--- config.mk ---
export PLATFORM = sky130hd
export DESIGN_NAME = sobel_grad
export DESIGN_NICKNAME = d
export VERILOG_FILES = /design/src/design/sobel_pkg.sv /design/src/design/sobel_grad.sv
export SDC_FILE = /design/constraint.sdc
export NUM_CORES = 1
export LEC_CHECK = 0
export BUFFER_PORTS_ARGS = -buffer_cell sky130_fd_sc_hd__buf_4
export CAP_MARGIN = 20
export CORE_MARGIN = 2
export CORE_UTILIZATION = 43
export DETAILED_ROUTE_END_ITERATION = 8
export GPL_ROUTABILITY_DRIVEN = 0
export PLACE_DENSITY = 0.63
export SLEW_MARGIN = 20
export SYNTH_ARGS = -nofsm -noshare
export SYNTH_HDL_FRONTEND = slang
export SYNTH_SLANG_ARGS = --single-unit
--- constraint.sdc ---
create_clock -name clk -period 5.5 [get_ports clk]
set_input_delay 0.55 -clock clk [delete_from_list [all_inputs] [get_ports clk]]
set_output_delay 0.55 -clock clk [all_outputs]
set_load 0.01 [all_outputs]
--- src/design/sobel_pkg.sv ---
package sobel_pkg;

  localparam int MaxWidth   = 1024;
  localparam int MaxHeight  = 4096;
  localparam int AddrW      = $clog2(MaxWidth);
  localparam int FifoDepth  = 8;
  localparam int FifoPtrW   = $clog2(FifoDepth);
  localparam int FifoCntW   = FifoPtrW + 1;

  localparam logic [10:0] WidthMin  = 11'd3;
  localparam logic [10:0] WidthMax  = 11'd1024;
  localparam logic [12:0] HeightMin = 13'd3;
  localparam logic [12:0] HeightMax = 13'd4096;
  localparam logic [10:0] WidthRst  = 11'd640;
  localparam logic [12:0] HeightRst = 13'd480;

  localparam logic [7:0] HiThresh = 8'd200;
  localparam logic [7:0] LoThresh = 8'd100;
  localparam logic [7:0] PixMax   = 8'd255;

  localparam logic CfgImageWidth  = 1'b0;
  localparam logic CfgImageHeight = 1'b1;

  typedef logic [7:0] pix_t;
  typedef pix_t [8:0] win_t;

  typedef struct packed {
    logic        prod;
    logic [11:0] row;
    logic [9:0]  col;
    logic        last;
  } tag_t;

  typedef struct packed {
    logic [7:0]  edge_value;
    logic [11:0] row;
    logic [9:0]  col;
    logic        last;
  } result_t;

  typedef struct packed {
    logic s2_prod;
    logic s3_prod;
  } grad_status_t;

endpackage

--- src/design/sobel_grad.sv ---
module sobel_grad (
  input  logic                    clk,
  input  logic                    rst_n,
  input  logic                    s1_valid,
  input  sobel_pkg::tag_t         s1_tag,
  input  sobel_pkg::pix_t         up_pix,
  input  sobel_pkg::pix_t         mid_pix,
  input  sobel_pkg::pix_t         new_pix,
  output logic                    push,
  output sobel_pkg::result_t      push_data,
  output sobel_pkg::grad_status_t status
);

  sobel_pkg::win_t   win_r;
  sobel_pkg::win_t   win_nxt;
  logic              v2_r;
  sobel_pkg::tag_t   tag2_r;
  logic              v3_r;
  sobel_pkg::tag_t   tag3_r;
  logic signed [10:0] gx_r;
  logic signed [10:0] gy_r;
  logic signed [10:0] gx_nxt;
  logic signed [10:0] gy_nxt;
  logic [9:0]  sum_xp, sum_xn, sum_yp, sum_yn;
  logic [9:0]  abs_x, abs_y;
  logic [10:0] mag;
  logic [7:0]  inv;
  logic [7:0]  edge_thr;

  // window column shift, newest column on the right
  always_comb begin
    win_nxt = win_r;
    for (int k = 0; k < 3; k++) begin
      win_nxt[k*3 + 0] = win_r[k*3 + 1];
      win_nxt[k*3 + 1] = win_r[k*3 + 2];
    end
    win_nxt[2] = up_pix;
    win_nxt[5] = mid_pix;
    win_nxt[8] = new_pix;
  end

  always_comb begin
    sum_xp = {2'b0, win_r[2]} + {1'b0, win_r[5], 1'b0} + {2'b0, win_r[8]};
    sum_xn = {2'b0, win_r[0]} + {1'b0, win_r[3], 1'b0} + {2'b0, win_r[6]};
    sum_yp = {2'b0, win_r[0]} + {1'b0, win_r[1], 1'b0} + {2'b0, win_r[2]};
    sum_yn = {2'b0, win_r[6]} + {1'b0, win_r[7], 1'b0} + {2'b0, win_r[8]};
    gx_nxt = $signed({1'b0, sum_xp}) - $signed({1'b0, sum_xn});
    gy_nxt = $signed({1'b0, sum_yp}) - $signed({1'b0, sum_yn});
  end

  always_ff @(posedge clk) begin
    if (!rst_n) begin
      win_r <= '0;
      v2_r  <= 1'b0;
      v3_r  <= 1'b0;
    end else begin
      if (s1_valid) begin
        win_r <= win_nxt;
      end
      v2_r <= s1_valid;
      v3_r <= v2_r && tag2_r.prod;
    end
  end

  always_ff @(posedge clk) begin
    tag2_r <= s1_tag;
    tag3_r <= tag2_r;
    gx_r   <= gx_nxt;
    gy_r   <= gy_nxt;
  end

  always_comb begin
    abs_x = gx_r[10] ? 10'(-gx_r) : gx_r[9:0];
    abs_y = gy_r[10] ? 10'(-gy_r) : gy_r[9:0];
    mag   = {1'b0, abs_x} + {1'b0, abs_y};
    inv   = sobel_pkg::PixMax - mag[7:0];
    priority if (inv > sobel_pkg::HiThresh) begin
      edge_thr = sobel_pkg::PixMax;
    end else if (inv < sobel_pkg::LoThresh) begin
      edge_thr = 8'd0;
    end else begin
      edge_thr = inv;
    end
  end

  assign push                 = v3_r;
  assign push_data.edge_value = edge_thr;
  assign push_data.row        = tag3_r.row;
  assign push_data.col        = tag3_r.col;
  assign push_data.last       = tag3_r.last;
  assign status.s2_prod       = v2_r && tag2_r.prod;
  assign status.s3_prod       = v3_r;

endmodule

Yosys cells after proc, flatten, opt, wreduce, memory -nomap -nowiden
Cells that the tools add are included.
Word-level totals
  register bits: 143
  latch bits: 0
  memory bits (writable): 0
  ROM bits: 0
  input bits: 51
  output and inout port bits: 34
  word-level logic and storage cells: 41
  memories kept: 0
Cells by class
  add/sub/neg operators: 14
  multipliers: 0
  div/mod/pow operators: 0
  $lt $le $gt $ge: 2
  eq/ne operators: 0
  shift-type cells: 0
  muxes and demuxes: 4
  bitwise gates (word level): 0
  reduce and logical (&&, ||, !) cells: 1
Operators by type and width (count)
  $add A10 B8 Y10: 4
  $add A8 B9 Y10: 4
  $mux W8: 4
  $sub A10 B10 Y11: 2
  $neg A8 Y8: 2
  $add A8 B8 Y8: 1
  $gt A8 B8 Y1 const B: 1
  $lt A8 B7 Y1 const B: 1
  $sub A8 B8 Y8 const A: 1
  $logic_and A1 B1 Y1: 1

Depth between registers and ports, before layout
  word-level depth: 7
  mapped depth: 16
  depth with buffers taken out: 16

Worst setup path after synthesis
OpenSTA, ideal clock, no wires.
  kind: register to register
  start: register win_r[50] in the netlist's numbering
  end: register gy_r[10]
  setup time: 58 ps
  arrival: 3293 ps
  required time: 5442 ps
  path slack: 2150 ps
  stages on the path, launching flop included: 15
  path buffers: 0
  clock period less this slack: 3350 ps
  path through: dfxtp_1 > inv_1 > fa_1 > fa_1 > inv_1 > fa_1 > inv_1 > ha_1 > a21o_1 > a21oi_1 > o21bai_1 > a21oi_1 > o21bai_1 > a21oi_1 > o21a_1
On the way
  longest elaborated chain between the ends: 3
Ends and longest elaborated chain
  start, declared: line sobel_grad.sv:14  | sobel_pkg::win_t win_r;
  start signal, assigned: line sobel_grad.sv:58  | win_r <= win_nxt;
  $add A8 B9 Y10: line sobel_grad.sv:46  | sum_yn = {2'b0, win_r[6]} + {1'b0, win_r[7], 1'b0} + {2'b0, win_r[8]};
  $add A10 B8 Y10: line sobel_grad.sv:46
  $sub A10 B10 Y11: line sobel_grad.sv:48  | gy_nxt = $signed({1'b0, sum_yp}) - $signed({1'b0, sum_yn});
  via gy_nxt[10]: line sobel_grad.sv:23  | logic signed [10:0] gy_nxt;
  end signal, assigned: line sobel_grad.sv:69  | gy_r <= gy_nxt;
  end, declared: line sobel_grad.sv:21  | logic signed [10:0] gy_r;
The timed path passes the listed nets, and every way through them passes these cells.
A chain may end at the register's enable or synchronous reset.

==> flow_summary.ini <==
[layout]
fillers = 1427
drive_above_1_share_pct = 15.68
num_antenna_cells = 0
register_area_um2 = 2783
finish.net_count = 893
area_growth_pct = 20.24
design_area_um2 = 8436
multi_input_area_um2 = 3591

[logic_synthesis]
syn_inst = 659
async_flop_share_pct = 0
synth.avg_cell_area_um2 = 10.65
synthFlopType = dfxtp_1
ys_types = 33
synth-adder-area-share_pct = 23.86
yosysWarnings = 0
synth-xor-area-share_pct = 3.620
syn_nets = 806
synthMuxAreaShare_pct = 10.56
synth-simple-area-share_pct = 8.293
synth_compound_area_share_pct = 4.851
synth-seq-cells = 139
synth_edf_count = 0
synth_top_family_by_area = adder cells
ys_seq_area_share_pct = 39.66
synth.cell_area_um2 = 7015

[power]
combPwrFrac_pct = 55.3
p_leak_nw = 3.843
sw_frac_of_total_pct = 39.80
p_int_mw = 3.081
ir_worst_vdd_mv = 0.8874
seqPwrFrac_pct = 23.5
p_clk_share_pct = 21.2
total_power_mw = 5.118
powerDensity_nw_per_um2 = 606.7
p_sw_mw = 2.037

[timing]
period_share_pct = 70.90
rsz0062_at_grt = no
tightest_slew_ns = 0.7716
final.setup.tns_ns = 0
fin_worst_skew_ns = 0.01045
relSlewSlack_pct = 48.56
finalSetupViolations = 0
fin_hold_ws_ns = 0.2296
fmax_ghz = 0.2564
slew_viol_final = 0
min_period_ns = 3.900
final_hold_viol_count = 0

[routing]
wl_per_cell_um = 12.06
drt-initial-drc-count = 192
vias = 4339
drc_errors = 0
viasPerCell = 4.450
ant_nets = 0
finalWirelength_um = 11760
firstDrtPassIters = 4

[critical_path]
slowest_stage = xnor2_1
worst-setup-path-type = reg -> out
crit_chain = inv_1, ha_1, mux2i_1, ha_1, nor2b_1, o21ai_0, o21ai_0, xnor2_1, o211ai_1, nand3b_1, o221ai_1, buf_4
cp_max_fo = 5
critPathRequiredTime_ns = 4.95
r2r_start = win_nxt[10]$_SDFFE_PN0P_
crit_start = gx_r[1]$_DFF_P_
startpoint_type = flop
cpPeakStageDelay_ns = 0.39
end_kind = output port
cp.arrival_ns = 3.35

[global_route]
grt_start_max_net_pins = 75
grt.overflow.total = 0
antenna_found_initial = 0
grt_pass1_wl_um = 20640
grtUsageTotal_pct = 14.70
grt_pass1_vias = 4592

[clocking]
cts_resized = 0
cts_hold_buf = 0
cts_tree = built
insertion_delay_ns = 0.42
root_buffer = clkbuf_16
cts.path.max_buffers = 2
cts_made_buffers = 17
h-tree-depth = 4
postCtsSetupRepairBufs = 0
path_clk_slew_ns = 0.06
clock_sinks = 139

[floorplanning]
die_y_um = 131.7
dieArea_um2 = 17350
die_w_um = 131.7
io_pins = 85
start_util_pct = 44.00
fp.coreArea_um2 = 15940
num_rows = 46

[job]
drv_cap = 0

[worst_hold_path]
min_path_type = in -> reg
min_from = s1_tag[22]

[placement]
numPortBuffers = 84
dp_hpwl_um = 9054
place_area_um2 = 7856

[outcome]
status = completed
## sequential cells by signal (all words and copies together) (netlist names)
| signal | cells |
|---|---|
| v2_r | 1 |
| win_r | 24 |
| push | 1 |
| push_data | 23 |
| gy_r | 9 |
| tag2_r | 24 |
| gx_r | 9 |
| win_nxt | 48 |
## power by group through the flow
stage / Sequential, mW / Clock [mW] / Combinational, mW
2_1_floorplan: 1.20 / 0 / 1.86
3_3_place_gp: 1.22 / 0 / 2.75
3_5_place_dp: 1.22 / 0 / 2.83
4_1_cts: 1.20 / 1.12 / 2.85
5_1_grt: 1.22 / 1.16 / 3.12
6_report: 1.20 / 1.09 / 2.83
## placed cells by master, fill, tap and decap left out, drive strengths merged
master	Yosys	routed
o221ai	1	1
and3	2	2
clkinv	0	3
o41ai	1	1
a21o	6	6
mux2i	74	74
or3	2	2
o21bai	7	7
dfxtp	139	139
o21a	2	2
a31oi	1	1
nand2b	3	3
a21oi	16	16
inv	153	161
or4	1	1
clkbuf	16	17
nand2	6	6
clkinvlp	0	4
nand3b	1	1
a211oi	1	1
fa	63	63
o211ai	1	1
o21ba	1	1
a31o	1	1
o21ai	13	13
o31ai	2	2
xnor2	19	19
ha	33	33
buf	1	85
o22ai	1	1
nor2b	75	75
nor2	5	5
xor2	10	10
and2	2	2
## cells by family (layout without fill, tap and decap cells)
group | count (synthesis) | after routing
flops | 139 | 139
fa+ha+maj | 96 | 96
xor+xnor | 29 | 29
simple gates | 97 | 97
buf+inv | 170 | 270
mux | 74 | 74
compound gates | 54 | 54
## final timing paths
check	endpoint	slack, ns	cells after the start
max	push_data[28]	1.60	12
min	tag2_r[22]$_DFF_P_	0.23	1
max reg2reg	gy_r[10]$_DFF_P_	1.87	15
min reg2reg	push_data[10]$_DFF_P_	0.33	0
## cell usage after synthesis (2+ instances only)
cell type,n,share of area (%)
a21o_1,6,0.64
a21oi_1,16,1.1
and2_1,2,0.18
and3_1,2,0.18
clkbuf_1,16,0.86
dfxtp_1,139,40
fa_1,63,18
ha_1,33,5.9
inv_1,153,8.2
mux2i_1,74,11
nand2_1,6,0.32
nand2b_1,3,0.27
nor2_1,5,0.27
nor2b_1,75,6.7
o21a_1,2,0.21
o21ai_0,12,0.86
o21bai_1,7,0.75
o31ai_1,2,0.21
or3_1,2,0.18
xnor2_1,19,2.4
xor2_1,10,1.2
## critical path: cells and delay by family, from the launching register on
family | cells | cell delay [ns]
AO/OA/AOI/OAI | 4 | 0.82
adder cells (fa/ha/maj) | 2 | 0.57
XOR/XNOR | 1 | 0.39
flip-flops | 1 | 0.36
AND/OR/NAND/NOR | 2 | 0.32
multiplexers | 1 | 0.26
buffers and inverters | 2 | 0.22
## metrics by stage
step                util, %  setup WS [ns]  instances
floorplan                 -          2.150        659
global placement      49.28          1.971        943
detailed placement    49.28          1.916        943
CTS                   52.91          1.618        975
global route          52.91          1.312        975
finish                52.91          1.600        975
## layout make-up
cell class	count	area share, %
clock buffers	17	5.043
clock inverters	15	1.824
inverters	153	6.808
multi-input cells	350	42.57
flip-flops and latches	139	32.99
well taps	216	3.204
repair buffers	85	7.565
## layer usage
metal | vias up | GRT usage, % | share of wire, %
met1 | 2056 | 17.15 | 44
met4 | 0 | 5.133 | 1.2
met3 | 8 | 4.767 | 4.7
met5 | - | 0 | 0
li1 | 2193 | - | -
met2 | 82 | 25.48 | 51
No activity file was read; power rests on OpenSTA's default activity.
