==> src/design/sobel_pkg.sv <==
package sobel_pkg;

  localparam int MaxWidth   = 1024;
  localparam int MaxHeight  = 4096;
  localparam int AddrW      = $clog2(MaxWidth);
  localparam int FifoDepth  = 8;
  localparam int FifoPtrW   = $clog2(FifoDepth);
  localparam int FifoCntW   = FifoPtrW + 1;

  localparam logic [10:0] WidthMin  = 11'd3;
  localparam logic [10:0] WidthMax  = 11'd1024;
  localparam logic [12:0] HeightMin = 13'd3;
  localparam logic [12:0] HeightMax = 13'd4096;
  localparam logic [10:0] WidthRst  = 11'd640;
  localparam logic [12:0] HeightRst = 13'd480;

  localparam logic [7:0] HiThresh = 8'd200;
  localparam logic [7:0] LoThresh = 8'd100;
  localparam logic [7:0] PixMax   = 8'd255;

  localparam logic CfgImageWidth  = 1'b0;
  localparam logic CfgImageHeight = 1'b1;

  typedef logic [7:0] pix_t;
  typedef pix_t [8:0] win_t;

  typedef struct packed {
    logic        prod;
    logic [11:0] row;
    logic [9:0]  col;
    logic        last;
  } tag_t;

  typedef struct packed {
    logic [7:0]  edge_value;
    logic [11:0] row;
    logic [9:0]  col;
    logic        last;
  } result_t;

  typedef struct packed {
    logic s2_prod;
    logic s3_prod;
  } grad_status_t;

endpackage

==> src/design/sobel_out_fifo.sv <==
module sobel_out_fifo (
  input  logic                            clk,
  input  logic                            rst_n,
  input  logic                            push,
  input  sobel_pkg::result_t              push_data,
  input  logic                            pop,
  output logic                            not_empty,
  output sobel_pkg::result_t              head,
  output logic [sobel_pkg::FifoCntW-1:0]  count
);

  sobel_pkg::result_t                    ent_r [sobel_pkg::FifoDepth];
  logic [sobel_pkg::FifoPtrW-1:0]        wr_ptr_r;
  logic [sobel_pkg::FifoPtrW-1:0]        rd_ptr_r;
  logic [sobel_pkg::FifoCntW-1:0]        cnt_r;
  logic [sobel_pkg::FifoCntW-1:0]        cnt_nxt;

  always_comb begin
    cnt_nxt = cnt_r;
    unique case ({push, pop})
      2'b10:   cnt_nxt = cnt_r + 1'b1;
      2'b01:   cnt_nxt = cnt_r - 1'b1;
      default: cnt_nxt = cnt_r;
    endcase
  end

  always_ff @(posedge clk) begin
    if (!rst_n) begin
      wr_ptr_r <= '0;
      rd_ptr_r <= '0;
      cnt_r    <= '0;
    end else begin
      if (push) begin
        wr_ptr_r <= wr_ptr_r + 1'b1;
      end
      if (pop) begin
        rd_ptr_r <= rd_ptr_r + 1'b1;
      end
      cnt_r <= cnt_nxt;
    end
  end

  always_ff @(posedge clk) begin
    if (push) begin
      ent_r[wr_ptr_r] <= push_data;
    end
  end

  assign not_empty = (cnt_r != '0);
  assign head      = ent_r[rd_ptr_r];
  assign count     = cnt_r;

endmodule

==> config.mk <==
export PLATFORM = sky130hd
export DESIGN_NAME = sobel_out_fifo
export DESIGN_NICKNAME = d
export VERILOG_FILES = /design/src/design/sobel_pkg.sv /design/src/design/sobel_out_fifo.sv
export SDC_FILE = /design/constraint.sdc
export NUM_CORES = 1
export LEC_CHECK = 0
export BUFFER_PORTS_ARGS = -buffer_cell sky130_fd_sc_hd__buf_2
export CORE_MARGIN = 1
export CORE_UTILIZATION = 50
export DETAILED_ROUTE_END_ITERATION = 7
export PLACE_DENSITY = 0.68
export SLEW_MARGIN = 20
export SYNTH_ARGS = -nofsm -noshare
export SYNTH_HDL_FRONTEND = slang
export SYNTH_SLANG_ARGS = --single-unit
==> constraint.sdc <==
create_clock -name clk -period 6.8 [get_ports clk]
set_input_delay 1.36 -clock clk [delete_from_list [all_inputs] [get_ports clk]]
set_output_delay 1.36 -clock clk [all_outputs]
set_load 0.01 [all_outputs]
### Word-level counts from Yosys, hierarchy flattened

Memory sizes are Yosys's and may differ from the RTL's. A register that Yosys moved wholly into a read port is not among the register bits.
Cells that the tools add are included.

* register bits: 10
* logic and storage cells: 17
* memories: 1
* output and inout port bits: 36
* bits of input ports: 35
* memory bits (writable): 248

* equality and inequality tests: 2
* reduce and logical (&&, ||, !) cells: 2
* add/sub/neg operators: 4
* multiplexer cells: 5

Memories
* ent_r: depth 8, bits a word 31, rd ports 1, clocked after Yosys merged registers in 1, write ports 1, line sobel_out_fifo.sv:12 `sobel_pkg::result_t ent_r [sobel_pkg::FifoDepth];`

Operators with widths (number)
* case mux 4 bit (2 select lines): 1
* adder 3 x 1 -> 3 bit, second input constant: 2
* two-way mux 3 bit: 2
* adder 4 x 1 -> 4 bit, second input constant: 1
* nonzero test 4 bit: 1
* subtractor 4 x 1 -> 4 bit, second input constant: 1
* equality test 2 x 1 -> 1 bit, second input constant: 1
* equality test 2 bit, second input constant: 1
* two-way mux 1 bit: 2
* nonzero test 2 bit: 1

### Logic depth before layout (Yosys ltp)

Gate-level depths: netlist of run 1.

* depth in word-level cells: 3
* depth in mapped cells: 8
* gate-level depth less buffers: 8

### Worst setup path after synthesis of run 1

Ideal clock, no wire load.

* path kind: input -> register
* start point: input push
* end point: memory ent_r[0][0] in the netlist's numbering, enable pin
* data required time: 6342 ps
* setup time: 458 ps
* arrival time: 3594 ps
* setup slack: 2748 ps
* stages: 2
* path buffers: 0
* path through: nand2b_1 > nor3_1

* longest elaborated chain between the ends: 2

Ends and longest elaborated chain
* start: declaration: line sobel_out_fifo.sv:4 `input logic push,`
* two-way mux 1 bit: line sobel_out_fifo.sv:44 `if (push) begin`
* two-way mux 1 bit (not written as such): line sobel_out_fifo.sv:45 `ent_r[wr_ptr_r] <= push_data;`
* end: declaration: line sobel_out_fifo.sv:12

Every way passes these cells.

==> results of run 1 <==
==> metal layers <==
metal	part of all wire (%)	wire length, um	vias to the layer above	global-route usage (%)
li1	-	-	2032	-
met1	43	7478	2309	22.31
met2	50	8751	100	30.24
met3	5.2	910	26	3.982
met4	1.5	258	2	4.543
met5	0.052	9	-	0
==> layout make-up <==
type | count | area [um2] | share of cell area, %
Antenna cell | 2 | 5.005 | 0.04259
Sequential cell | 261 | 7714 | 65.64
Tap cell | 265 | 331.6 | 2.822
Inverter | 1 | 3.754 | 0.03194
Timing Repair Buffer | 79 | 417.9 | 3.556
Clock inverter | 15 | 227.7 | 1.938
Multi-Input combinational cell | 146 | 2407 | 20.49
Clock buffer | 30 | 644.4 | 5.483
==> registers in the layout (all words and copies together) (netlist names), named ones only <==
| name | count |
|---|---|
| rd_ptr_r | 3 |
| count | 4 |
| ent_r | 248 |
| wr_ptr_r | 3 |
==> cells by family (layout without fill, tap and decap cells) <==
group	after synthesis	in the layout	share of synthesized area, %
simple gates	31	31	1.609
xor+xnor	7	7	0.6018
fa+ha+maj	5	5	0.6141
other cells	0	2	0
compound gates	5	5	0.3439
mux	98	98	19.92
flops	261	261	75.66
buf+inv	20	125	1.253
==> placed cells by master, fill, tap and decap left out <==
master | netlist | routed
sky130_fd_sc_hd__clkinvlp_4 | 0 | 2
sky130_fd_sc_hd__dfxtp_4 | 0 | 1
sky130_fd_sc_hd__bufinv_16 | 0 | 6
sky130_fd_sc_hd__o41ai_1 | 1 | 1
sky130_fd_sc_hd__nand2_1 | 6 | 6
sky130_fd_sc_hd__nor4b_1 | 1 | 1
sky130_fd_sc_hd__clkinv_2 | 0 | 1
sky130_fd_sc_hd__mux4_1 | 62 | 62
sky130_fd_sc_hd__nor2b_1 | 3 | 3
sky130_fd_sc_hd__a21oi_1 | 1 | 1
sky130_fd_sc_hd__dfxtp_1 | 13 | 10
sky130_fd_sc_hd__clkbuf_1 | 10 | 5
sky130_fd_sc_hd__o21ai_0 | 1 | 1
sky130_fd_sc_hd__a41oi_1 | 1 | 1
sky130_fd_sc_hd__clkbuf_16 | 0 | 25
sky130_fd_sc_hd__mux2_2 | 32 | 32
sky130_fd_sc_hd__nor3_1 | 3 | 1
sky130_fd_sc_hd__buf_4 | 0 | 9
sky130_fd_sc_hd__xor2_1 | 4 | 4
sky130_fd_sc_hd__buf_2 | 0 | 70
sky130_fd_sc_hd__or4_1 | 1 | 1
sky130_fd_sc_hd__xnor2_1 | 3 | 3
sky130_fd_sc_hd__nand2b_1 | 4 | 4
sky130_fd_sc_hd__edfxtp_1 | 248 | 248
sky130_fd_sc_hd__and2_1 | 6 | 6
sky130_fd_sc_hd__inv_1 | 1 | 1
sky130_fd_sc_hd__dfxtp_2 | 0 | 2
sky130_fd_sc_hd__mux2i_1 | 4 | 4
sky130_fd_sc_hd__nor2_4 | 0 | 6
sky130_fd_sc_hd__clkinv_4 | 0 | 1
sky130_fd_sc_hd__clkinv_1 | 0 | 5
sky130_fd_sc_hd__or3_1 | 1 | 1
sky130_fd_sc_hd__ha_1 | 5 | 5
sky130_fd_sc_hd__nor3_2 | 0 | 2
sky130_fd_sc_hd__diode_2 | 0 | 2
sky130_fd_sc_hd__a21boi_0 | 1 | 1
==> Yosys cell counts, types with 2 or more instances <==
| library cell | n |
|---|---|
| sky130_fd_sc_hd__nand2b_1 | 4 |
| sky130_fd_sc_hd__clkbuf_1 | 10 |
| sky130_fd_sc_hd__edfxtp_1 | 248 |
| sky130_fd_sc_hd__ha_1 | 5 |
| sky130_fd_sc_hd__and2_1 | 6 |
| sky130_fd_sc_hd__mux2_2 | 32 |
| sky130_fd_sc_hd__buf_1 | 2 |
| sky130_fd_sc_hd__mux4_1 | 62 |
| sky130_fd_sc_hd__nor3_1 | 3 |
| sky130_fd_sc_hd__nor2b_1 | 3 |
| sky130_fd_sc_hd__buf_6 | 7 |
| sky130_fd_sc_hd__mux2i_1 | 4 |
| sky130_fd_sc_hd__xor2_1 | 4 |
| sky130_fd_sc_hd__nor2_1 | 6 |
| sky130_fd_sc_hd__xnor2_1 | 3 |
| sky130_fd_sc_hd__dfxtp_1 | 13 |
| sky130_fd_sc_hd__nand2_1 | 6 |
==> worst register-to-register path, stage by stage, from the launching register on <==
cell and delay, ns:
sky130_fd_sc_hd__dfxtp_1 0.32, sky130_fd_sc_hd__nand2b_1 0.30, sky130_fd_sc_hd__nor3_2 0.19, sky130_fd_sc_hd__buf_4 0.48
==> stage by stage <==
| stage | hold slack (ns) | instances | cell area [um2] | setup slack, ns | util, % |
|---|---|---|---|---|---|
| floorplan | 0.4932 | 427 | 10190 | 2.748 | - |
| global placement | 0.4598 | 752 | 10870 | 3.253 | 55.15 |
| detailed placement | 0.4892 | 752 | 10870 | 3.218 | 55.15 |
| CTS | 0.4998 | 797 | 11750 | 2.663 | 59.57 |
| global route | 0.5431 | 797 | 11750 | 2.608 | 59.57 |
| finish | 0.4938 | 799 | 11750 | 2.741 | 59.60 |
==> path summary, 6_finish.rpt <==
check / from / cells after the start / endpoint / slack (ns)
worst min-delay path: count[3] / 2 / count[3] / 0.49
worst max register to register: wr_ptr_r[2] / 3 / ent_r[0][9] / 5.11
worst max-delay path: flip-flop / 3 / head[3] / 2.74
worst min register to register: count[3] / 2 / count[3] / 0.49
==> power breakdown <==
group / switching [mW] / internal (mW)
Sequential: 0.0348 / 1.81
Clock: 0.549 / 0.902
Combinational: 0.125 / 0.135
Total: 0.708 / 2.84
==> impl_summary.log, run 1 <==
INFO  metric fin_tns_setup = 0 ns
INFO  metric numCtsBuffers = 25
INFO  metric clock.fmax = 0.2464 GHz
INFO  metric synthArstFlopShare = 0%
INFO  metric overflow = 0
INFO  metric standby_leakage_power = 3.937 nW
INFO  metric fp.coreArea = 19,720 um2
INFO  metric drcViolationCount = 0
INFO  metric worst-setup-path-type = reg2out
INFO  metric ys_seq_area_share = 75.66%
INFO  metric place.port_buffers = 70
INFO  metric route.detailed.wl_per_inst = 21.79 um
INFO  metric syn_area_per_cell = 23.86 um2
INFO  metric number_of_enable_type_register_cells_in_the_synthesized_netlist = 248
INFO  metric layout.nets = 554
INFO  metric critical_path.max_fanout = 62
INFO  metric h_tree_depth = 1
INFO  metric yosys_register_bits = 261
INFO  metric routabilityCongestion = 0.6790
INFO  metric minimum_clock_period = 4.059 ns
INFO  metric totalWireLength = 17.41 mm
INFO  metric floorplan.die_area = 20,950 um2
INFO  metric detail_route.vias_per_cell = 5.593
INFO  metric detail_route.iter0.violations = 231
INFO  metric clock_skew = 0.008990 ns
INFO  metric clock-sinks = 261
INFO  metric chipHeight = 144.7 um
INFO  metric grt_util_all_layers = 17.47%
INFO  metric top_level_ports = 71
INFO  metric clk_pin_slew = 0.06 ns
INFO  metric timing.critical_path.slowest_stage_cell = sky130_fd_sc_hd__dfxtp_4
INFO  metric worst-path-buf-inv = 1
INFO  metric fp-row-count = 51
INFO  metric vdd.ir_drop.worst = 0.1687 mV
INFO  metric critPathLaunchType = flip-flop
INFO  metric clock_tree_from_tritoncts = built
INFO  metric timing.critical_path.to_type = primary output
INFO  metric synth_top_flop_cell = sky130_fd_sc_hd__edfxtp_1
INFO  metric hold_viol = 0
INFO  metric synthesized_instance_count = 427
INFO  metric grt_setup_unrepaired = false
INFO  metric critical_path.cell_chain = mux4_1, mux2_2, buf_2
INFO  metric place.detailed.hpwl = 9.071 mm
INFO  metric worstSkewPairLatency = 0.51 ns
INFO  metric synth.top_cell.area_share = 73.10%
INFO  metric nFillCells = 1,384
INFO  metric synth.top_cells.by_area = sky130_fd_sc_hd__edfxtp_1 (73%), sky130_fd_sc_hd__mux4_1 (16%), sky130_fd_sc_hd__mux2_2 (3.5%), sky130_fd_sc_hd__dfxtp_1 (2.6%), sky130_fd_sc_hd__buf_6 (0.77%)
INFO  metric worstHoldPathType = reg2reg
INFO  metric ant_nets = 0
INFO  metric dr_total_vias = 4,469
INFO  metric critPathTopFamily = flip-flops
INFO  metric slew-limit-headroom = 30.36%
INFO  metric worst-endpoint-required = 5.44 ns
INFO  metric crit_arrival = 2.70 ns
INFO  metric cts-root-to-sink-buffers = 3
INFO  metric mappedNetlistArea = 10,190 um2
INFO  metric worst-slew-pin-transition = 1.045 ns
INFO  metric first_global_vias = 4,701
INFO  metric critical-path-max-stage-delay = 1.04 ns
INFO  metric maxCapViolCount = 0
INFO  metric syn_to_final_growth = 15.35%
INFO  metric width_of_the_die = 144.7 um
INFO  metric timing_max_transition_violations_final = 0
INFO  metric wire_length_of_the_first_global_routing_pass = 26.30 mm
INFO  metric status = complete, no violations
INFO  metric synth_top_area_cell = sky130_fd_sc_hd__edfxtp_1
INFO  metric grt_start_max_net_pins = 63
INFO  metric grt_antenna_before_repair = 3
INFO  metric floorplan.initialDensity = 51.67%
INFO  metric cts_root_buf = sky130_fd_sc_hd__clkbuf_16
INFO  metric power = 3.551 mW
INFO  metric post_cts.resized_instances = 0
INFO  metric unique_cell_type_count_in_the_yosys_netlist = 26
INFO  metric setup_repair_bufs_after_cts = 0
INFO  metric final.period_utilization = 59.70%
INFO  metric cts_hold_repair.buffers = 0
INFO  metric ys_warn_count = 0
INFO  metric dr.pass1.iters = 5
INFO  metric final_layout_size_suffix_gt1_share = 29.51%
INFO  metric postSynthNetCount = 467
INFO  metric power_per_cell_area = 302.2 nW/um2
INFO  metric setup_viol = 0
Power figures use the tool's default switching activity.
==> run 2: changes to the inputs <==
- clock period: 6.8 -> 4.3 ns (I/O delays scaled with it)
==> run 2 against run 1 <==
Clock-buffer cell count increased by 2. Worst hold slack worse by 0.012 ns. Routed wire length grew 3.0%. Non-clock buffer count is 9 higher. Register-to-register slack got worse by 2.8 ns. Critical endpoint is now head[14].
==> impl_summary.log, run 2 (synthesis results as in run 1) <==
INFO  metric regArea = 7714 um2 (unchanged)
INFO  metric critPathLaunchType = flip-flop (unchanged)
INFO  metric numCtsBuffers = 26 (was 25)
INFO  metric timing.critical_path.to_type = primary output (unchanged)
INFO  metric floorplan.initialDensity = 51.67% (unchanged)
INFO  metric combPwrFrac = 7.9% (was 7.3%)
INFO  metric worst-path-buf-inv = 2 (was 1)
INFO  metric multi_input_comb_area = 2407 um2 (unchanged)
INFO  metric clock_tree_from_tritoncts = built (unchanged)
INFO  metric timing.reg2reg.setup_slack = 2.32 ns (was 5.11 ns)
INFO  metric final.period_utilization = 78.14%
INFO  metric cts-root-to-sink-buffers = 3 (unchanged)
INFO  metric most_used_cells_in_the_layout_excluding_fill_and_tap_cells = sky130_fd_sc_hd__edfxtp_1 (248), sky130_fd_sc_hd__buf_2 (70), sky130_fd_sc_hd__mux4_1 (62) (unchanged)
INFO  metric worst-slew-pin-transition = 1.024 ns (was 1.045 ns)
INFO  metric grt_util_all_layers = 18.10% (was 17.47%)
INFO  metric status = complete, no violations (unchanged)
INFO  metric worstSkewPairLatency = 0.51 ns (about the same)
INFO  metric dr.pass1.iters = 4 (was 5)
INFO  metric seqPwrFrac = 53.6% (was 51.8%)
INFO  metric detail_route.iter0.violations = 324 (was 231)
INFO  metric worst-setup-path-type = reg2out (unchanged)
INFO  metric clock_skew = 0.008883 ns (was 0.008990 ns)
INFO  metric width_of_the_die = 144.7 um (unchanged)
INFO  metric wire_length_of_the_first_global_routing_pass = 27.23 mm (was 26.30 mm)
INFO  metric chipHeight = 144.7 um (unchanged)
INFO  metric overflow = 0 (unchanged)
INFO  metric layout.nets = 564 (was 554)
INFO  metric grt_setup_unrepaired = false (unchanged)
INFO  metric critical_path.cell_chain = buf_4, mux4_1, mux2_2, buf_2 (was mux4_1, mux2_2, buf_2)
INFO  metric holdWs = 0.4823 ns (was 0.4938 ns)
INFO  metric floorplan.die_area = 20,950 um2 (unchanged)
INFO  metric worstHoldPathType = reg2reg (unchanged)
INFO  metric ant_nets = 0 (unchanged)
INFO  metric timing.critical_path.slowest_stage_cell = sky130_fd_sc_hd__dfxtp_2 (was sky130_fd_sc_hd__dfxtp_4)
INFO  metric net-switching-power = 1.130 mW (was 0.7084 mW)
INFO  metric placedCellCount = 761 (was 752)
INFO  metric power_per_cell_area = 460.3 nW/um2 (was 302.2 nW/um2)
INFO  metric maxCapViolCount = 0 (unchanged)
INFO  metric timing.reg2reg.worst_path_depth = 3 (unchanged)
INFO  metric swShare = 20.89% (was 19.95%)
INFO  metric reg2reg_from = wr_ptr_r[0] (was wr_ptr_r[2])
INFO  metric cts_root_buf = sky130_fd_sc_hd__clkbuf_16 (unchanged)
INFO  metric clock-sinks = 261 (unchanged)
INFO  metric worst_r2r_endpoint = ent_r[1][29] (was ent_r[0][9])
INFO  metric largest-register = ent_r (unchanged)
INFO  metric grt_start_max_net_pins = 46 (was 63)
INFO  metric critical_path_cell_count = 4 (was 3)
INFO  metric hold_viol = 0 (unchanged)
INFO  metric vdd.ir_drop.worst = 0.2666 mV (was 0.1687 mV)
INFO  metric post_cts.resized_instances = 0 (unchanged)
INFO  metric h_tree_depth = 1 (unchanged)
INFO  metric crit_arrival = 2.50 ns (was 2.70 ns)
INFO  metric worst-endpoint-required = 3.44 ns (was 5.44 ns)
INFO  metric setup_viol = 0 (unchanged)
INFO  metric power = 5.409 mW (was 3.551 mW)
INFO  metric routabilityCongestion = 0.6733 (was 0.6790)
INFO  metric standby_leakage_power = 3.970 nW (was 3.937 nW)
INFO  metric clock.fmax = 0.2976 GHz
INFO  metric nFillCells = 1,383 (was 1,384)
INFO  metric critical-path-max-stage-delay = 0.79 ns (was 1.04 ns)
INFO  metric critPathTopFamily = flip-flops (unchanged)
INFO  metric power.internal = 4.279 mW (was 2.843 mW)
INFO  metric clk_pin_slew = 0.06 ns (about the same)
INFO  metric timing_max_transition_violations_final = 0 (unchanged)
INFO  metric grt_antenna_before_repair = 2 (was 3)
INFO  metric cts_hold_repair.buffers = 0 (unchanged)
INFO  metric mostFrequentLayoutCell = sky130_fd_sc_hd__edfxtp_1 (unchanged)
INFO  metric detail_route.vias_per_cell = 5.598 (was 5.593)
INFO  metric route.detailed.wl_per_inst = 22.14 um (was 21.79 um)
INFO  metric place.port_buffers = 70 (unchanged)
INFO  metric critical_path.max_fanout = 30 (was 62)
INFO  metric setup_repair_bufs_after_cts = 0 (unchanged)
INFO  metric place.detailed.hpwl = 10.49 mm (was 9.071 mm)
INFO  metric fp.coreArea = 19,720 um2 (unchanged)
INFO  metric cp-endpoint = head[14] (was head[3])
INFO  metric syn_to_final_growth = 15.35% (unchanged)
INFO  metric drcViolationCount = 0 (unchanged)
INFO  metric totalWireLength = 17.93 mm (was 17.41 mm)
INFO  metric final_layout_size_suffix_gt1_share = 30.94% (was 29.51%)
INFO  metric slew-limit-headroom = 31.76% (was 30.36%)
INFO  metric first_global_vias = 4,717 (was 4,701)
INFO  metric fin_tns_setup = 0 ns (unchanged)
INFO  metric instances_no_fill = 810 (was 799)
INFO  metric fp-row-count = 51 (unchanged)
INFO  metric minimum_clock_period = 3.360 ns
INFO  metric dr_total_vias = 4,534 (was 4,469)
INFO  metric largest_register_ffs = 248 (unchanged)
INFO  metric postLayoutCoreUtil = 59.60% (unchanged)
INFO  metric share_clk_of_total_power = 38.4% (was 40.8%)
INFO  metric top_level_ports = 71 (unchanged)
-- run 2: changes by cell type in the layout (fill, tap and decap cells not counted) --
cell	delta
sky130_fd_sc_hd__buf_4	+8
sky130_fd_sc_hd__clkinv_2	+7
sky130_fd_sc_hd__bufinv_16	-5
sky130_fd_sc_hd__clkbuf_16	+2
sky130_fd_sc_hd__clkinvlp_4	-2
sky130_fd_sc_hd__buf_12	+1
sky130_fd_sc_hd__clkinv_4	-1
sky130_fd_sc_hd__inv_6	+1
-- run 2: power by group through the flow --
stage | registers, mW | clock network [mW] | logic (mW)
floorplan | 2.93 | 0 | 0.293
global placement | 2.95 | 0 | 0.427
detailed placement | 2.96 | 0 | 0.438
CTS | 2.90 | 2.12 | 0.440
global route | 2.91 | 2.22 | 0.469
finish | 2.90 | 2.08 | 0.429
-- run 2: routing by layer --
metal	wire length [um]	track usage, %	vias up
li1	-	-	2049
met1	7649	24.24	2346
met2	8954	30.57	115
met3	1013	3.060	24
met4	316	5.485	0
met5	0	0	-
-- run 2: worst register-to-register path: stages, from the launching register on --
cell and delay (ns):
sky130_fd_sc_hd__dfxtp_1 0.48, sky130_fd_sc_hd__nand2b_1 0.21, sky130_fd_sc_hd__nor2_4 0.54, sky130_fd_sc_hd__buf_4 0.41
-- run 2: stage by stage --
stage,setup slack [ns],area [um2]
after detailed placement,1.426,10950
after global routing,0.7927,11750
after floorplan,0.7485,10190
final,0.9401,11750
after CTS,0.8621,11750
after global placement,1.476,10950
-- run 2: how the worst min path moves through the flow --
| stage | slack, ns | start | depth (start not counted) | to |
|---|---|---|---|---|
| final | 0.48 | count[3] | 2 | count[3] |
| after global routing | 0.52 | count[3] | 2 | count[3] |
| after CTS | 0.49 | count[3] | 2 | count[3] |
| after detailed placement | 0.48 | count[3] | 2 | count[3] |
| after global placement | 0.46 | count[3] | 2 | count[3] |
| after floorplan | 0.49 | count[3] | 2 | count[3] |
-- run 2: area by class of cell --
| type | instances | share of cell area (%) |
|---|---|---|
| antenna | 2 | 0.04259 |
| tap | 265 | 2.822 |
| sequential | 261 | 65.64 |
| timing repair buffer | 88 | 4.238 |
| multi-input combinational | 146 | 20.49 |
| inverter | 1 | 0.03194 |
| clock buffer | 32 | 5.909 |
| clock inverter | 15 | 0.8305 |
==> run 3: changes to the inputs <==
- ABC_AREA: unset -> 1
- clock period: 4.3 -> 3.25 ns (I/O delays scaled with it)
==> run 3 against run 2 <==
First-iteration DRC count up 13%. Combinational power increased by 61%. Global-route usage increased by 1.2 points. Clock skew up 0.00080 ns. Sequential power up 31%. Worst hold slack worse by 0.084 ns. Via count increased by 36%. Clock-buffer cell count rose by 1. Total power increased by 35%. Clock power grew 34%. Cell count up 41%.
==> impl_summary.log, run 3 <==
INFO  metric synth.cells.most_frequent = sky130_fd_sc_hd__edfxtp_1 (248), sky130_fd_sc_hd__nor2_1 (137), sky130_fd_sc_hd__nand2_1 (108) (was sky130_fd_sc_hd__edfxtp_1 (248), sky130_fd_sc_hd__mux4_1 (62), sky130_fd_sc_hd__mux2_2 (32))
INFO  metric seqPwrFrac = 52.2% (was 53.6%)
INFO  metric final_layout_size_suffix_gt1_share = 15.31% (was 30.94%)
INFO  metric critPathLaunchType = flip-flop (unchanged)
INFO  metric maxCapViolCount = 0 (unchanged)
INFO  metric clock-sinks = 261 (unchanged)
INFO  metric syn_to_final_growth = 13.93% (was 15.35%)
INFO  metric dr.pass1.iters = 5 (was 4)
INFO  metric setup_repair_bufs_after_cts = 0 (unchanged)
INFO  metric worstSkewPairLatency = 0.51 ns (about the same)
INFO  metric ant_nets = 0 (unchanged)
INFO  metric fp-row-count = 52 (was 51)
INFO  metric layout.nets = 895 (was 564)
INFO  metric slew-limit-headroom = 52.62% (was 31.76%)
INFO  metric grt_antenna_before_repair = 0 (was 2)
INFO  metric synthesized_instance_count = 783 (was 427)
INFO  metric place.detailed.hpwl = 10.92 mm (was 10.49 mm)
INFO  metric cts-root-to-sink-buffers = 3 (unchanged)
INFO  metric postSynthNetCount = 823 (was 467)
INFO  metric detail_route.iter0.violations = 366 (was 324)
INFO  metric first_global_vias = 5,921 (was 4,717)
INFO  metric critical-path-max-stage-delay = 0.45 ns (was 0.79 ns)
INFO  metric timing.critical_path.to_type = primary output (unchanged)
INFO  metric overflow = 0 (unchanged)
INFO  metric clock.fmax = 0.3478 GHz
INFO  metric place.port_buffers = 70 (unchanged)
INFO  metric vdd.ir_drop.worst = 0.4615 mV (was 0.2666 mV)
INFO  metric grt_start_max_net_pins = 125 (was 46)
INFO  metric clock_tree_from_tritoncts = built (unchanged)
INFO  metric antenna-diode-count = 0 (was 2)
INFO  metric route.detailed.wl_per_inst = 17.77 um (was 22.14 um)
INFO  metric final.period_utilization = 88.46%
INFO  metric mappedNetlistArea = 10,360 um2 (was 10,190 um2)
INFO  metric status = complete, no violations (unchanged)
INFO  metric synth_top_area_cell = sky130_fd_sc_hd__edfxtp_1 (unchanged)
INFO  metric worst-setup-path-type = reg2out (unchanged)
INFO  metric synth_top_flop_cell = sky130_fd_sc_hd__edfxtp_1 (unchanged)
INFO  metric combPwrFrac = 9.5% (was 7.9%)
INFO  metric routabilityCongestion = 0.7452 (was 0.6733)
INFO  metric floorplan.initialDensity = 51.04% (was 51.67%)
INFO  metric worst-slew-pin-transition = 0.7100 ns (was 1.024 ns)
INFO  metric standby_leakage_power = 4.154 nW (was 3.970 nW)
INFO  metric wire_length_of_the_first_global_routing_pass = 32.05 mm (was 27.23 mm)
INFO  metric yosys_register_bits = 261 (unchanged)
INFO  metric ys_warn_count = 0 (unchanged)
INFO  metric largest_register_ffs = 248 (unchanged)
INFO  metric holdWs = 0.3981 ns (was 0.4823 ns)
INFO  metric fp.coreArea = 20,300 um2 (was 19,720 um2)
INFO  metric detail_route.vias_per_cell = 5.388 (was 5.598)
INFO  metric grt_setup_unrepaired = false (unchanged)
INFO  metric worst-endpoint-required = 2.60 ns (was 3.44 ns)
INFO  metric timing_max_transition_violations_final = 0 (unchanged)
INFO  metric critical_path.max_fanout = 30 (unchanged)
INFO  metric minimum_clock_period = 2.875 ns
INFO  metric largest-register = ent_r (unchanged)
INFO  metric top_level_ports = 71 (unchanged)
INFO  metric crit_arrival = 2.23 ns (was 2.50 ns)
INFO  metric unique_cell_type_count_in_the_yosys_netlist = 23 (was 26)
INFO  metric net-switching-power = 1.679 mW (was 1.130 mW)
INFO  metric postLayoutCoreUtil = 58.14% (was 59.60%)
INFO  metric fin_tns_setup = 0 ns (unchanged)
INFO  metric clk_pin_slew = 0.06 ns (about the same)
INFO  metric cts_hold_repair.buffers = 0 (unchanged)
INFO  metric numCtsBuffers = 27 (was 26)
INFO  metric setup_viol = 0 (unchanged)
INFO  metric worstHoldPathType = in2reg (was reg2reg)
INFO  metric grt_util_all_layers = 19.25% (was 18.10%)
INFO  metric synth.top_cell.area_share = 71.88% (was 73.10%)
INFO  metric totalWireLength = 20.35 mm (was 17.93 mm)
INFO  metric synth.most_common_cell = sky130_fd_sc_hd__edfxtp_1 (unchanged)
INFO  metric dr_total_vias = 6,169 (was 4,534)
INFO  metric most_used_cells_in_the_layout_excluding_fill_and_tap_cells = sky130_fd_sc_hd__edfxtp_1 (248), sky130_fd_sc_hd__nor2_1 (129), sky130_fd_sc_hd__nand2_1 (108) (was sky130_fd_sc_hd__edfxtp_1 (248), sky130_fd_sc_hd__buf_2 (70), sky130_fd_sc_hd__mux4_1 (62))
INFO  metric drcViolationCount = 0 (unchanged)
INFO  metric power.internal = 5.613 mW (was 4.279 mW)
INFO  metric critPathMostFrequentCell = sky130_fd_sc_hd__nand2_1
INFO  metric clock_skew = 0.009685 ns (was 0.008883 ns)
INFO  metric width_of_the_die = 145.9 um (was 144.7 um)
INFO  metric synth.top_cells.by_area = sky130_fd_sc_hd__edfxtp_1 (72%), sky130_fd_sc_hd__nor2_1 (5.0%), sky130_fd_sc_hd__nand2_1 (3.9%), sky130_fd_sc_hd__o21ai_0 (3.8%), sky130_fd_sc_hd__mux2i_1 (3.0%) (was sky130_fd_sc_hd__edfxtp_1 (73%), sky130_fd_sc_hd__mux4_1 (16%), sky130_fd_sc_hd__mux2_2 (3.5%), sky130_fd_sc_hd__dfxtp_1 (2.6%), sky130_fd_sc_hd__buf_6 (0.77%))
INFO  metric timing.critical_path.slowest_stage_cell = sky130_fd_sc_hd__inv_2 (was sky130_fd_sc_hd__dfxtp_2)
INFO  metric post_cts.resized_instances = 0 (unchanged)
INFO  metric critPathTopFamily = buffers and inverters (was flip-flops)
INFO  metric floorplan.die_area = 21,300 um2 (was 20,950 um2)
INFO  metric h_tree_depth = 1 (unchanged)
INFO  metric synthArstFlopShare = 0% (unchanged)
INFO  metric chipHeight = 145.9 um (was 144.7 um)
INFO  metric ys_seq_area_share = 74.40% (was 75.66%)
INFO  metric share_clk_of_total_power = 38.3% (was 38.4%)
INFO  metric mostFrequentLayoutCell = sky130_fd_sc_hd__edfxtp_1 (unchanged)
INFO  metric power_per_cell_area = 617.8 nW/um2 (was 460.3 nW/um2)
INFO  metric worst-path-buf-inv = 3 (was 2)
INFO  metric critical_path.cell_chain = inv_2, buf_4, nor2_1, o22ai_1, nand2_1, nand2_1, buf_2 (was buf_4, mux4_1, mux2_2, buf_2)
INFO  metric swShare = 23.02% (was 20.89%)
INFO  metric hold_viol = 0 (unchanged)
INFO  metric syn_area_per_cell = 13.23 um2 (was 23.86 um2)
INFO  metric cts_root_buf = sky130_fd_sc_hd__clkbuf_16 (unchanged)
INFO  metric number_of_enable_type_register_cells_in_the_synthesized_netlist = 248 (unchanged)
==> run 3: cell types whose count changed in the layout (fill, tap and decap cells not counted), moves of 6 or more <==
cell                      before  now
sky130_fd_sc_hd__o22ai_1       0   31
sky130_fd_sc_hd__inv_1         1   16
sky130_fd_sc_hd__o21ai_1       0   52
sky130_fd_sc_hd__mux2_2       32    0
sky130_fd_sc_hd__buf_12        1    8
sky130_fd_sc_hd__nor2_1        0  129
sky130_fd_sc_hd__a21oi_1       1   10
sky130_fd_sc_hd__o21ai_0       1   79
sky130_fd_sc_hd__nand2_1       6  108
sky130_fd_sc_hd__buf_4        17    8
sky130_fd_sc_hd__mux2i_1       4   31
sky130_fd_sc_hd__mux4_1       62    0
sky130_fd_sc_hd__and2_1        6    0
==> run 3: power groups by stage <==
stage	sequential [mW]	clock, mW	combinational (mW)
finish	3.81	2.79	0.692
global route	3.81	2.97	0.775
CTS	3.81	2.84	0.699
detailed placement	3.88	0	0.694
global placement	3.88	0	0.684
floorplan	3.87	0	0.479
==> run 3: kinds of logic (layout without fill, tap and decap cells) <==
logic type      Yosys count  count (layout)  synth area share (%)
flops                   261             261                 74.40
simple gates            251             251                 9.191
compound gates          172             172                 8.684
buf+inv                  60             152                 3.877
mux                      31              31                 2.995
fa+ha+maj                 5               5                0.6039
xor+xnor                  3               3                0.2537
==> run 3: layout make-up <==
type	count	area (um2)
Clock inverter	16	106.4
Clock buffer	33	698.2
Tap cell	270	337.8
Sequential cell	261	7715
Fill cell	1648	8497
Timing Repair Buffer	86	570.5
Multi-Input combinational cell	462	2311
Inverter	17	63.81
==> run 3: final timing paths <==
path	cells past startpoint	end	slack, ns	from
max	7	head[30]	0.37	flip-flop
min	1	ent_r[7][26]	0.40	push_data[26]
max reg2reg	3	ent_r[4][29]	1.46	wr_ptr_r[0]
min reg2reg	2	wr_ptr_r[0]	0.50	wr_ptr_r[0]
==> run 3: routing by layer <==
layer / wire length (um) / part of all wire (%) / up-vias / track usage, %
li1: - / - / 2963 / -
met1: 9078 / 45 / 3009 / 26.69
met5: 0 / 0 / - / 0
met4: 247 / 1.2 / 0 / 3.842
met2: 9875 / 49 / 175 / 32.68
met3: 1144 / 5.6 / 22 / 2.727
==> run 3: per-stage QoR <==
stage / worst slack (ns) / cells / power, mW / area [um2]
2_1_floorplan: 0.4698 / 783 / 4.345 / 10360
3_3_place_gp: 0.9376 / 1096 / 4.560 / 11000
3_5_place_dp: 0.9036 / 1096 / 4.573 / 11000
4_1_cts: 0.3648 / 1145 / 7.349 / 11800
5_1_grt: 0.2195 / 1145 / 7.555 / 11800
6_report: 0.3749 / 1145 / 7.292 / 11800
